===== config.mk =====
export PLATFORM = sky130hd
export DESIGN_NAME = ptpd_hdr_check_flat
export DESIGN_NICKNAME = d
export VERILOG_FILES = /design/src/rtl/ptpd_pkg.sv /design/src/rtl/ptpd_if.sv /design/src/rtl/ptpd_hdr_check.sv /design/src/flat_wrapper.sv
export SDC_FILE = /design/constraint.sdc
export NUM_CORES = 1
export LEC_CHECK = 0
export ABC_AREA = 1
export BUFFER_PORTS_ARGS = -buffer_cell sky130_fd_sc_hd__buf_2
export CORE_UTILIZATION = 45
export CTS_BUF_LIST = sky130_fd_sc_hd__clkbuf_8
export DETAILED_ROUTE_END_ITERATION = 8
export PLACE_DENSITY = 0.71
export SLEW_MARGIN = 20
export SYNTH_ARGS = -nofsm -noshare
export SYNTH_HDL_FRONTEND = slang
export SYNTH_SLANG_ARGS = --single-unit

===== constraint.sdc =====
create_clock -name clk -period 6.65 [get_ports clk]
set_input_delay 0.665 -clock clk [delete_from_list [all_inputs] [get_ports clk]]
set_output_delay 0.665 -clock clk [all_outputs]
set_load 0.02 [all_outputs]

===== src/rtl/ptpd_pkg.sv =====
// Shared constants, codes and types for the paletted texture pixel decoder.
package ptpd_pkg;

  localparam int PALETTE_ENTRIES = 256;
  localparam int MAX_DIMENSION   = 4096;

  localparam int PAL_AW  = $clog2(PALETTE_ENTRIES);
  localparam int DIM_W   = $clog2(MAX_DIMENSION + 1);
  localparam int PIX_W   = 2 * DIM_W;
  localparam int CFG_IW  = 3;

  localparam logic [31:0] FORMAT_TAG   = 32'h3150_4C42;
  localparam logic [31:0] HEADER_BYTES = 32'd156;
  localparam logic [31:0] MIN_FILE     = HEADER_BYTES + 32'(4 * PALETTE_ENTRIES);
  localparam logic [31:0] PIXEL_LIMIT  = 32'(16 * 1024 * 1024);
  localparam logic [31:0] COMP_PALETTE = 32'd1;

  // Configuration register indexes
  localparam logic [CFG_IW-1:0] REG_MAGIC     = 3'd0;
  localparam logic [CFG_IW-1:0] REG_COMP      = 3'd1;
  localparam logic [CFG_IW-1:0] REG_WIDTH     = 3'd2;
  localparam logic [CFG_IW-1:0] REG_HEIGHT    = 3'd3;
  localparam logic [CFG_IW-1:0] REG_MIP_OFS   = 3'd4;
  localparam logic [CFG_IW-1:0] REG_MIP_SIZE  = 3'd5;
  localparam logic [CFG_IW-1:0] REG_FILE_SIZE = 3'd6;

  // Input commands
  localparam logic CMD_WRITE = 1'b0;
  localparam logic CMD_PIXEL = 1'b1;

  // Alpha modes
  localparam logic [1:0] MODE_PALETTE = 2'd0;
  localparam logic [1:0] MODE_PLANE   = 2'd1;
  localparam logic [1:0] MODE_NIBBLE  = 2'd2;

  typedef struct packed {
    logic       ok;
    logic [1:0] mode;
  } hdr_status_t;

endpackage


===== src/rtl/ptpd_if.sv =====
// Channel interfaces: configuration writes, input words and result words.
interface ptpd_cfg_if;
  logic                       valid;
  logic                       ready;
  logic [ptpd_pkg::CFG_IW-1:0] index;
  logic [31:0]                data;
  modport source (output valid, index, data, input ready);
  modport sink (input valid, index, data, output ready);
endinterface



===== src/rtl/ptpd_hdr_check.sv =====
// Header registers and validation, giving header status and alpha mode.
module ptpd_hdr_check (
  input  logic                  clk,
  input  logic                  rst,
  ptpd_cfg_if.sink              cfg,
  output ptpd_pkg::hdr_status_t status
);

  logic [31:0] magic_word;
  logic [31:0] compression_type;
  logic [31:0] image_width;
  logic [31:0] image_height;
  logic [31:0] mip_offset;
  logic [31:0] mip_size;
  logic [31:0] file_size;

  // first stage: derived from the header words every cycle
  logic                       fixed_ok;
  logic                       dims_ok;
  logic                       bounds_ok;
  logic [ptpd_pkg::PIX_W-1:0] pixels;

  logic [32:0] mip_end;
  logic [31:0] pix_ext;
  logic [31:0] twice;
  logic [31:0] three_half;
  logic        pix_ok;
  logic        covers;

  assign cfg.ready = 1'b1;

  always_ff @(posedge clk) begin
    if (rst) begin
      magic_word       <= '0;
      compression_type <= 32'd1;
      image_width      <= 32'd1;
      image_height     <= 32'd1;
      mip_offset       <= '0;
      mip_size         <= '0;
      file_size        <= '0;
    end else if (cfg.valid) begin
      case (cfg.index)
        ptpd_pkg::REG_MAGIC:     magic_word       <= cfg.data;
        ptpd_pkg::REG_COMP:      compression_type <= cfg.data;
        ptpd_pkg::REG_WIDTH:     image_width      <= cfg.data;
        ptpd_pkg::REG_HEIGHT:    image_height     <= cfg.data;
        ptpd_pkg::REG_MIP_OFS:   mip_offset       <= cfg.data;
        ptpd_pkg::REG_MIP_SIZE:  mip_size         <= cfg.data;
        ptpd_pkg::REG_FILE_SIZE: file_size        <= cfg.data;
        default: ;
      endcase
    end
  end

  assign mip_end = {1'b0, mip_offset} + {1'b0, mip_size};

  always_ff @(posedge clk) begin
    fixed_ok  <= (file_size >= ptpd_pkg::MIN_FILE) &&
                 (magic_word == ptpd_pkg::FORMAT_TAG) &&
                 (compression_type == ptpd_pkg::COMP_PALETTE);
    dims_ok   <= (image_width != '0) && (image_height != '0) &&
                 (image_width <= 32'(ptpd_pkg::MAX_DIMENSION)) &&
                 (image_height <= 32'(ptpd_pkg::MAX_DIMENSION));
    bounds_ok <= (mip_offset < file_size) && (mip_end <= {1'b0, file_size});
    // only meaningful when dims_ok, so the low bits suffice
    pixels    <= image_width[ptpd_pkg::DIM_W-1:0] * image_height[ptpd_pkg::DIM_W-1:0];
  end

  assign pix_ext    = 32'(pixels);
  assign twice      = {pix_ext[30:0], 1'b0};
  assign three_half = pix_ext + ((pix_ext + 32'd1) >> 1);
  assign pix_ok     = pix_ext <= ptpd_pkg::PIXEL_LIMIT;
  assign covers     = mip_size >= pix_ext;

  always_comb begin
    status.ok   = fixed_ok && dims_ok && pix_ok && bounds_ok && covers;
    status.mode = ptpd_pkg::MODE_PALETTE;
    if (status.ok) begin
      if (mip_size >= twice) begin
        status.mode = ptpd_pkg::MODE_PLANE;
      end else if (mip_size >= three_half) begin
        status.mode = ptpd_pkg::MODE_NIBBLE;
      end
    end
  end

endmodule


===== src/flat_wrapper.sv =====
// flat-port wrapper written by rule: the top's interface ports become plain ports
module ptpd_hdr_check_flat 
  (clk, rst, status, cfg_valid, cfg_index, cfg_data, cfg_ready);
  ptpd_cfg_if cfg_i ();
  input  logic clk;
  input  logic rst;
  output ptpd_pkg::hdr_status_t status;
  input wire logic [$bits(cfg_i.valid)-1:0] cfg_valid;
  input wire logic [$bits(cfg_i.index)-1:0] cfg_index;
  input wire logic [$bits(cfg_i.data)-1:0] cfg_data;
  output wire logic [$bits(cfg_i.ready)-1:0] cfg_ready;
  assign cfg_i.valid = cfg_valid;
  assign cfg_i.index = cfg_index;
  assign cfg_i.data = cfg_data;
  assign cfg_ready = cfg_i.ready;
  ptpd_hdr_check u_core (.clk(clk), .rst(rst), .cfg(cfg_i), .status(status));
endmodule

* After elaboration in Yosys (flattened, before gate mapping)
Cells that the tools add are included.
** Storage, ports and cells
- Bits of input ports :: 38
- Flip-flop bits (word level) :: 253
- Logic and storage cells :: 55
** Operators by class
- Reduce and logical (&&, ||, !) cells :: 20
- Multiply operators :: 1
- Equal/unequal tests :: 8
- $lt $le $gt $ge :: 9
- Muxes and demuxes :: 3
- Add/subtract/negate cells :: 3
** Operators by type and width (number)
- 32-bit by 13-bit <= comparator with 1-bit output, second input constant :: 2
- 32-bit nonzero test :: 2
- 32-bit by 32-bit adder with 33-bit output :: 1
- 33-bit by 32-bit <= comparator with 1-bit output :: 1
- 26-bit by 31-bit adder with 32-bit output :: 1
- 32-bit by 1-bit equality test with 1-bit output, second input constant :: 1
- 32-bit by 30-bit equality test with 1-bit output, second input constant :: 1
- 32-bit by 11-bit >= comparator with 1-bit output, second input constant :: 1
- 32-bit by 26-bit >= comparator with 1-bit output :: 1
- 32-bit by 27-bit >= comparator with 1-bit output :: 1
- 32-bit >= comparator :: 1
- 32-bit less-than comparator :: 1
- 26-bit by 1-bit adder with 27-bit output, second input constant :: 1
- 26-bit by 25-bit <= comparator with 1-bit output, second input constant :: 1
- 13-bit by 13-bit multiplier with 26-bit output :: 1
- 2-bit AND reduction :: 7
- 1-bit logical AND :: 10
- 3-bit equality test, second input constant :: 3
- 3-bit by 2-bit equality test with 1-bit output, second input constant :: 2
- 2-bit 2-to-1 mux :: 3
- 3-bit by 1-bit equality test with 1-bit output, second input constant :: 1
- 3-bit logical NOT :: 1

* Logic depth before layout (Yosys ltp)
Gate-level depths: netlist (run 1).
- Word-level depth :: 6
- Mapped depth :: 28

* Worst setup path after synthesis (run 1)
OpenSTA, ideal clock, no wires.
- Path type :: reg2reg
- Start point :: register u_core.image_height[12]
- End point :: register u_core.pixels[23] (netlist bit)
- Clock period less this slack :: 4813 ps
- Data arrival time :: 4692 ps
- Library setup time :: 121 ps
- Path slack :: 1837 ps
- Stages on the path, launching flop included :: 20
- Cell sequence :: dfxtp_1 > clkbuf_1 > clkbuf_1 > nand2_1 > fa_1 > inv_1 > fa_1 > inv_1 > fa_1 > fa_1 > fa_1 > inv_1 > ha_1 > a21oi_1 > o21ai_0 > inv_1 > nor3_1 > nor3_1 > nand3_1 > xor2_1
** On the way
- Cells in the longest elaborated chain, start to end :: 1
** RTL lines
- from (decl) :: line ptpd_hdr_check.sv:12 : logic [31:0] image_height;
- from (signal assigned) :: line ptpd_hdr_check.sv:46 : ptpd_pkg::REG_HEIGHT: image_height <= cfg.data;
- 13-bit by 13-bit multiplier with 26-bit output :: line ptpd_hdr_check.sv:66 : pixels <= image_width[ptpd_pkg::DIM_W-1:0] * image_height[ptpd_pkg::DIM_W-1:0];
- to (signal assigned) :: line ptpd_hdr_check.sv:66
- to (decl) :: line ptpd_hdr_check.sv:21 : logic [ptpd_pkg::PIX_W-1:0] pixels;
No other way between the ends.
A chain may end at the register's enable or synchronous reset.

==> results.md, run 1 <==
- The number of nets in the layout is 3507.
- The detailed-route wire length per cell is 16.3 um.
- The CTS H-tree depth is 2.
- Detailed placement finished with a half-perimeter wire length of 46400 um.
- The master cell of the clock root buffer is sky130_fd_sc_hd__clkbuf_8.
- The height of the die is 222 um.
- The initial antenna violation count is 0.
- The number of warnings reported in the yosys synthesis log is 0.
- TritonCTS built the clock tree.
- After the first detailed-routing iteration, the DRC count stood at 1607.
- For the pin with the worst max-slew slack, the measured transition is 1050 ps.
- The cell area that synthesis handed to floorplanning was 21800 um^2.
- The buffer depth of the longest clock path is 3.
- The total overflow left after global routing is 0.
- The proportion of total power due to net switching is 31.9%.
- In the final timing run, aggregate negative setup slack is 0 ps.
- The core area is 47700 um^2.
- The routability congestion estimate from global placement is 0.962.
- 42 I/O pins were placed.
- The maximum fanout count along the critical path is 6.
- Dividing total power by cell area gives a power density of 162 nW/um^2.
- The post-route clock period utilization is 87.1%.
- The path class of the tightest hold or removal check is in -> reg.
- The number of clock sinks is 253.
- Setup violations remaining at the end of the flow were counted as 0.
- The number of buffers and inverters on the critical path is 3.
- For this run, the register share of the synthesized area comes to 23.2%.
- After synthesis, the mean cell area works out to 7.10 um^2.
- The post-cts resize count is 0.
- Of the total synthesized cell area, the portion taken by AND, OR, NAND and NOR gates is 23.3%.
- Of the total power, the clock network draws 37.5%.
- The final number of hold-violating endpoints is 0.
- The total vias in the final route is 19600.
- The combined global-route utilization of all metal layers is 24.8%.
- The post-layout minimum cycle time is 5790 ps.
- The share of cells above drive strength 1 is 4.30%.
- Setup repair after global routing left no endpoint under its margin.
- In this design, the largest share of critical-path delay is due to simple AND/OR/NAND/NOR gates.
- Measured against its own limit, the worst slew margin works out to 29.7%.
- Entering global routing, the biggest net connects 141 pins.
- The worst-skew pair later-pin latency is 640 ps.
- Of the total power, registers draw 43.8%.
- The clock tree skew after final layout is 57.7 ps.
- The post-route total power is 0.00378 W.
- Of the post-synthesis cell area, the part taken by muxes is 0%.
- The net count after synthesis is 3505.
- The total internal power is 0.00258 W.
- The commonest non-fill, non-tap cell in the layout is sky130_fd_sc_hd__nor2_1.
- The number of synthesized register bits is 253.
- The area growth from synthesis to layout is 7.11%.
- The area share of fa/ha/maj cells after synthesis is 27.1%.
- After Yosys synthesis, XOR and XNOR cells account for 3.58% of the synthesized area.
- TritonCTS created 43 clock buffers.
- The first-pass detailed-route iteration total is 5.
- Across all register-to-register paths, the minimum setup slack is 1470 ps.
- The number of distinct library cells after synthesis is 51.
- Buffers inserted to repair hold after CTS numbered 0.
- The count of buffers added by post-CTS timing repair for setup is 0.
- The predominant post-synthesis flop cell is sky130_fd_sc_hd__dfxtp_1.
- The async set or reset register ratio after synthesis is 0%.
- The synthesized design contains 0 enable-type register cells.
- In the layout the commonest cells are sky130_fd_sc_hd__nor2_1 (536), sky130_fd_sc_hd__nand2_1 (506), sky130_fd_sc_hd__inv_1 (438), sky130_fd_sc_hd__o21ai_0 (292), sky130_fd_sc_hd__ha_1 (275).
- For this run, design rule violations remaining after detail routing come to 0.
- The delay contributed by the slowest stage of the critical path is 480 ps.
- The number of pins with negative max-slew slack in the final report is 0.
- Measured along the x axis, the die boundary spans 222 um.
- Of the total power, combinational logic draws 18.7%.
- The first global-routing pass estimated 98400 um of wire.
- The kind of critical path is reg -> out.
- The via count of the first global-routing pass is 18500.
- For the worst setup path, the data required time is 5980 ps.
- After detailed routing, the total wire length is 60600 um.
- After floorplanning, the core was divided into 80 placement rows.
- The flow ran to the end, and the final reports show no timing, DRC or antenna violations.
- The antenna diode count is 0.
- After clock tree synthesis, the clock-pin slew on the worst setup and hold paths is 60 ps.
- The count of buffers added on input and output ports is 40.
- The maximum achievable frequency is 173 MHz.
- Across the VDD grid, the largest voltage drop is 190 uV.
- Data on the critical path arrives at its endpoint at 5130 ps.
- For this design the total switching power over the nets is 0.00121 W.
- The element type at the critical path start is a flop.
- The kind of end point of the critical path is an output pin.
- The die area is 49300 um^2.
- The leakage power of the design is 12.2 nW.
- The max capacitance violation total is 0.
- Using the TritonRoute via totals, the vias-per-cell ratio works out to 5.29.
- The instance count of the mapped netlist is 3069.
- The main combinational cell family by area after synthesis is adder cells.
- Once detail routing completed, the nets flagged for antenna violations numbered 0.
- The slowest stage of the critical path belongs to the cell sky130_fd_sc_hd__dfxtp_1.
- The most common cell type on the critical path is sky130_fd_sc_hd__nand2_1.
- The initial utilization of the core area, before any placement, comes to 45.6%.
- The synthesized netlist devotes 13.7% of its cell area to compound gates.
-- logic make-up (layout without fill, tap and decap cells) --
kind of cell,count (synthesis),after routing
AO/OA/AOI/OAI,561,561
XOR/XNOR,89,89
adder cells (fa/ha/maj),398,398
buffers and inverters,526,552
flip-flops,253,253
other,1,1
AND/OR/NAND/NOR,1241,1241
-- metal layers --
layer / vias up / track usage [%] / wire, um
met5: - / 0 / 0
met2: 569 / 38.3 / 26300
met3: 103 / 3.18 / 3600
met1: 9041 / 35.6 / 29000
li1: 9904 / - / -
met4: 0 / 7.89 / 1670
-- state kept, by name (all words and copies together) (netlist names) --
signal / cells
u_core.mip_size: 32
u_core.fixed_ok: 1
u_core.bounds_ok: 1
u_core.compression_type: 32
u_core.magic_word: 32
u_core.pixels: 26
u_core.mip_offset: 32
u_core.image_height: 32
u_core.dims_ok: 1
u_core.image_width: 32
u_core.file_size: 32
-- worst paths after layout --
check,startpoint,end,cells after the start
worst max-delay path,u_core.pixels[2],status[1],26
worst max register to register,u_core.image_height[6],u_core.pixels[19],17
worst min register to register,u_core.magic_word[12],u_core.magic_word[12],2
worst min-delay path,cfg_data[2],u_core.mip_offset[2],3
-- area by class of cell --
| type | count | area (um^2) |
|---|---|---|
| clock inverter | 17 | 124 |
| timing repair buffer | 52 | 290 |
| multi-input combinational | 2290 | 14800 |
| fill | 4685 | 24400 |
| sequential | 253 | 5060 |
| inverter | 431 | 1620 |
| clock buffer | 52 | 716 |
| tap | 615 | 769 |
-- worst register-to-register path: cells and delay by family, from the launching register on --
| kind | cells | cell delay (ps) |
|---|---|---|
| AOI/OAI and AO/OA | 4 | 860 |
| adders and majority gates | 6 | 2950 |
| buffers and inverters | 3 | 140 |
| DFF | 1 | 730 |
| and+or+nand+nor | 4 | 410 |
-- power by group through the flow --
| stage | sequential [W] | combinational (W) | clock, W |
|---|---|---|---|
| final | 0.00166 | 0.000706 | 0.00142 |
| after global routing | 0.00167 | 0.000806 | 0.00151 |
| after CTS | 0.00166 | 0.000699 | 0.00144 |
| after detailed placement | 0.00169 | 0.000694 | 0 |
| after global placement | 0.00169 | 0.000687 | 0 |
| after floorplan | 0.00165 | 0.000512 | 0 |
-- cells in the mapped netlist (4+ instances only) --
master / n / area (um^2)
sky130_fd_sc_hd__nor2_1: 538 / 2020
sky130_fd_sc_hd__nand2_1: 506 / 1900
sky130_fd_sc_hd__inv_1: 428 / 1610
sky130_fd_sc_hd__o21ai_0: 292 / 1460
sky130_fd_sc_hd__ha_1: 275 / 3440
sky130_fd_sc_hd__dfxtp_1: 253 / 5060
sky130_fd_sc_hd__a21oi_1: 196 / 981
sky130_fd_sc_hd__fa_1: 123 / 2460
sky130_fd_sc_hd__clkbuf_1: 93 / 349
sky130_fd_sc_hd__nand3_1: 74 / 370
sky130_fd_sc_hd__xor2_1: 61 / 534
sky130_fd_sc_hd__nand4_1: 48 / 300
sky130_fd_sc_hd__nor3_1: 31 / 155
sky130_fd_sc_hd__xnor2_1: 28 / 245
sky130_fd_sc_hd__nor4_1: 22 / 138
sky130_fd_sc_hd__a21o_1: 13 / 97.6
sky130_fd_sc_hd__a31oi_1: 13 / 81.3
sky130_fd_sc_hd__o21bai_1: 13 / 97.6
sky130_fd_sc_hd__o21a_1: 9 / 67.6
sky130_fd_sc_hd__nor2_4: 4 / 45.0
sky130_fd_sc_hd__nor3_2: 4 / 40.0
sky130_fd_sc_hd__o211ai_1: 4 / 30.0
-- stage by stage --
stage          worst slack (ps)  hold slack (ps)  cells  instance area [um^2]  util (%)
3_3_place_gp               1460              437   3641                 22500      47.1
4_1_cts                     865              381   3710                 23300      48.9
2_1_floorplan              1840              422   3069                 21800         -
6_report                    858              407   3710                 23300      48.9
5_1_grt                     335              401   3710                 23300      48.9
3_5_place_dp               1500              443   3641                 22500      47.1
(Power assumes the default switching activity.)
==> run 2, diff against run 1 <==
Settings changed: ABC_AREA 1 to unset.
==> run 2 against run 1 <==
- clock skew is 33 ps lower
- cell count is 14% lower
- sequential share of layout area is 1.2 points higher
- hold slack better by 21 ps
- first-iteration DRC count is 17% lower
- via count is 8.5% lower
- non-clock buffer count is 2 lower
- critical path type unchanged
- critical endpoint unchanged
- largest cell class unchanged
==> results.md, run 2 <==
- The run finished with clean final reports.
- The per-cell via count in the routed design is 5.64 (+6.7%).
- The transition at the pin with the smallest max-transition slack came to 1080 ps (+24.9 ps).
- The die width came to 215 um (-3.0%).
- The most frequent cell after synthesis is sky130_fd_sc_hd__nand2_1.
- The setup slack of the worst register-to-register path is 670 ps (-800 ps).
- STA classifies the critical path endpoint as an output pin.
- The first-pass GRT wire length was 91900 um (-6.5%).
- The area share of the largest cell type after synthesis is 24.7% (+1.5 points).
- The number of warnings reported in the yosys synthesis log is 0 (unchanged).
- The combined buffer and inverter count along the critical path is 2 (-1).
- The cell depth of the worst flop-to-flop path is 19 (+2).
- The number of synthesized flops with an enable pin is 0 (unchanged).
- The core area is 44600 um^2 (-6.6%).
- In the post-synthesis netlist, the biggest area contributors are sky130_fd_sc_hd__dfxtp_1 (25%), sky130_fd_sc_hd__ha_1 (17%), sky130_fd_sc_hd__fa_1 (12%), sky130_fd_sc_hd__nand2_1 (11%), sky130_fd_sc_hd__a21oi_1 (7.6%).
- The height of the die is 215 um (-3.0%).
- The total vias in the final route is 18000 (-8.5%).
- The post-route clock period utilization is 94.3% (+7.2 points).
- The via count of the first global-routing pass is 17500 (-5.4%).
- The number of synthesized register bits is 253 (unchanged).
- The power density of the placed cells is 161 nW/um^2 (-0.85%).
- The worst slew slack as a fraction of its limit is 28.0% (-1.8 points).
- The async set or reset register ratio after synthesis was 0% (unchanged).
- The number of clock sinks came to 253 (unchanged).
- The buffer depth of the longest clock path is 3 (unchanged).
- The clock-pin slew of the registers on the worst-case setup and hold paths is 70 ps (about the same).
- TritonCTS built the clock tree.
- The worst hold path depth came to 3 (unchanged).
- The final-layout setup total negative slack is 0 ps (unchanged).
- The final global-route overflow total is 0 (unchanged).
- The top cell types in the final layout, fill and taps aside, are sky130_fd_sc_hd__nand2_1 (602), sky130_fd_sc_hd__a21oi_1 (313), sky130_fd_sc_hd__ha_1 (275), sky130_fd_sc_hd__dfxtp_1 (253), sky130_fd_sc_hd__inv_1 (234).
- The count of buffers added by post-CTS timing repair for setup is 0 (unchanged).
- The final hold slack is 428 ps (+21.1 ps).
- The initial antenna violation count is 0 (unchanged).
- The leakage power of the design was 9.99 nW (-18%).
- The worst setup path is launched from a flop.
- The commonest cells after synthesis are sky130_fd_sc_hd__nand2_1 (604), sky130_fd_sc_hd__a21oi_1 (313), sky130_fd_sc_hd__ha_1 (275), sky130_fd_sc_hd__dfxtp_1 (253), sky130_fd_sc_hd__inv_1 (220).
- The class of the tightest hold or removal check is in -> reg.
- The largest total area in the synthesized netlist belongs to sky130_fd_sc_hd__dfxtp_1.
- The max capacitance violation total is 0 (unchanged).
- The category of cells accounting for the largest share of critical-path delay is simple AND/OR/NAND/NOR gates.
- The count of placed standard cells including taps came to 3106 (-15%).
- The critical path depth is 24 (-7.7%).
- The post-layout minimum cycle time was 6270 ps (+479 ps).
- The final number of setup-violating endpoints came to 0 (unchanged).
- Following the worst setup path forward leads to its endpoint at status[1].
- The instance count of the mapped netlist was 2562 (-17%).
- The die area is 46400 um^2 (-5.9%).
- The number of buffers created by CTS is 43 (unchanged).
- The mean cell area of the mapped netlist came to 8.00 um^2 (+13%).
- The clock tree skew after final layout is 24.9 ps (-32.8 ps).
- The count of boundary I/O pins is 42 (unchanged).
- The master cell of the clock root buffer is sky130_fd_sc_hd__clkbuf_8.
- The quantity of I/O buffers inserted on ports is 40 (unchanged).
- The number of pins with negative max-slew slack in the final report is 0 (unchanged).
- The number of distinct library cells after synthesis is 64 (+25%).
- The number of rows created at floorplan was 77 (-3.8%).
- The remaining routing DRC violations is 0 (unchanged).
- The number of nets in the layout is 2995 (-15%).
- The destination of the worst register-to-register timing path is u_core.pixels[25].
- The delay contributed by the slowest stage of the critical path was 430 ps (-50 ps).
- Compared with the post-synthesis result, the final layout area differs by 7.84%.
- The predominant post-synthesis flop cell is sky130_fd_sc_hd__dfxtp_1.
- The routability congestion estimate from global placement came to 0.931 (-3.2%).
- The setup path with the least slack is of type reg -> out.
- The first-pass detailed-route iteration total is 8 (+3).
- The final number of hold-violating endpoints is 0 (unchanged).
- The slowest cell on the critical path is sky130_fd_sc_hd__dfxtp_1.
- The signal on the critical path passes through inv_1 -> nor3_1 -> nand3_1 -> nor2_1 -> nand4_1 -> nor2_2 -> nand2_1 -> xnor2_1 -> ha_1 -> and3_1 -> a221o_1 -> a21oi_1 -> nor2_1 -> a21oi_1 -> o31a_1 -> a31oi_1 -> xnor2_1 -> ha_1 -> and3_1 -> nand3_1 -> a21oi_1 -> o21ai_0 -> a311oi_1 -> buf_2.
- The arrival time of data at the critical path endpoint came to 5610 ps (+480 ps).
- The post-placement setup slack is 726 ps (-771 ps).
- The post-detailed-placement half-perimeter wirelength is 43200 um (-7.0%).
- The maximum fanout count along the critical path is 6 (unchanged).
- The antenna violation net count after detailed routing is 0 (unchanged).
- The total routed wirelength came to 57600 um (-4.8%).
- The count of routing violations after the opening detailed-route iteration is 1334 (-17%).
- The worst-case setup margin in the final layout was 379 ps (-479 ps).
- The most numerous cell type found on the critical path is sky130_fd_sc_hd__a21oi_1.
- The detailed-route wire length per cell was 18.1 um (+11%).
- In this run the critical register-to-register path is launched from u_core.image_width[4].
- The portion of the post-synthesis area used by sequential elements is 24.7% (+1.5 points).
- The maximum ir drop on the vdd rail is 161 uV (-15%).
- The share of cells above drive strength 1 is 5.21% (+0.92 points).
- The count of non-filler cells in the finished layout was 3183 (-14%).
- The number of filler instances in the final layout is 4233 (-9.6%).
- The CTS H-tree depth was 2 (unchanged).
- The required time of the worst setup path is 5980 ps (about the same).
- The netlist area before placement was 20500 um^2 (-6.0%).
- Leaving out fill and tap cells, the most frequent cell in the layout is sky130_fd_sc_hd__nand2_1.
- The launch point of the worst path is u_core.pixels[2].
- The initial cell density of the core is 45.9% (+0.30 points).
- The worst-skew pair later-pin latency is 580 ps (-60 ps).
- The net count after synthesis is 2998 (-14%).
- The combined global-route utilization of all metal layers came to 24.5% (-0.26 points).
- The final standard cell area without fillers is 22100 um^2 (-5.3%).
- The total cell area at the placement stage is 21200 um^2 (-5.9%).
- The maximum achievable frequency is 159 MHz (-7.6%).
- The maximum number of pins on one net before global-route repair is 132 (-6.4%).
## run 2: cell types whose count changed after synthesis, moves of 45 or more
cell	delta
sky130_fd_sc_hd__nand2_1	+98
sky130_fd_sc_hd__a21oi_1	+117
sky130_fd_sc_hd__o21ai_0	-232
sky130_fd_sc_hd__nor2_1	-470
sky130_fd_sc_hd__and2_1	+75
sky130_fd_sc_hd__xnor2_1	+45
sky130_fd_sc_hd__inv_1	-208
## run 2: cells by family (layout without fill, tap and decap cells)
logic type | after synthesis | count (layout) | synth area share [%]
and+or+nand+nor | 952 | 952 | 20.8
AOI/OAI and AO/OA | 545 | 545 | 15.8
adders and majority gates | 398 | 398 | 28.8
buffers and inverters | 318 | 346 | 5.84
DFF | 253 | 253 | 24.7
xor gates and xnor gates | 94 | 94 | 4.02
other | 1 | 2 | 0.0183
muxes | 1 | 1 | 0.0488
## run 2: how the worst min path moves through the flow
stage	to	slack, ps	startpoint
2_1_floorplan	u_core.magic_word[14]	430	u_core.magic_word[14]
3_3_place_gp	u_core.magic_word[29]	440	u_core.magic_word[29]
6_report	u_core.mip_offset[25]	430	cfg_data[25]
3_5_place_dp	u_core.image_height[22]	450	u_core.image_height[22]
4_1_cts	u_core.mip_offset[25]	400	cfg_data[25]
5_1_grt	u_core.mip_offset[25]	430	cfg_data[25]
## run 2: layer usage
metal / routed length [um] / share of wire [%] / track usage [%] / vias to the layer above
li1: - / - / - / 8619
met1: 25500 / 44 / 32.6 / 8674
met2: 26800 / 46 / 40.8 / 570
met3: 4050 / 7.0 / 4.26 / 95
met4: 1310 / 2.3 / 6.81 / 0
met5: 0 / 0 / 0 / -
## run 2: final cells by class
type | count | area, um^2 | area share (%)
clock buffers | 49 | 674 | 3.05
clock inverters | 27 | 228 | 1.03
repair buffers | 50 | 282 | 1.27
multi-input cells | 1991 | 14300 | 64.6
diodes | 1 | 2.50 | 0.0113
flip-flops and latches | 253 | 5060 | 22.9
well taps | 592 | 741 | 3.35
inverters | 220 | 826 | 3.74
## run 2: report_power, final
part | switching [W] | leakage (nW) | internal (W)
clock network | 0.000663 | 0.516 | 0.000832
logic | 0.000286 | 7.42 | 0.000168
registers | 0.0000485 | 2.05 | 0.00155
## run 2: worst min-delay path, stage by stage
cell	delay, ps
sky130_fd_sc_hd__buf_2	160
sky130_fd_sc_hd__nand2_1	70
sky130_fd_sc_hd__a21oi_1	50
## run 2: stage by stage
step                utilization (%)  total power, W
finish                         49.5         0.00355
detailed placement             47.5         0.00208
floorplan                         -         0.00191
CTS                            49.5         0.00356
global route                   49.5         0.00369
global placement               47.5         0.00207
## run 2: what timing repair did
| item | CTS | global route |
|---|---|---|
| hold buffers | 0 | 0 |
| setup endpoints to repair | 0 | 1 |
| gates resized for setup | 0 | 4 |
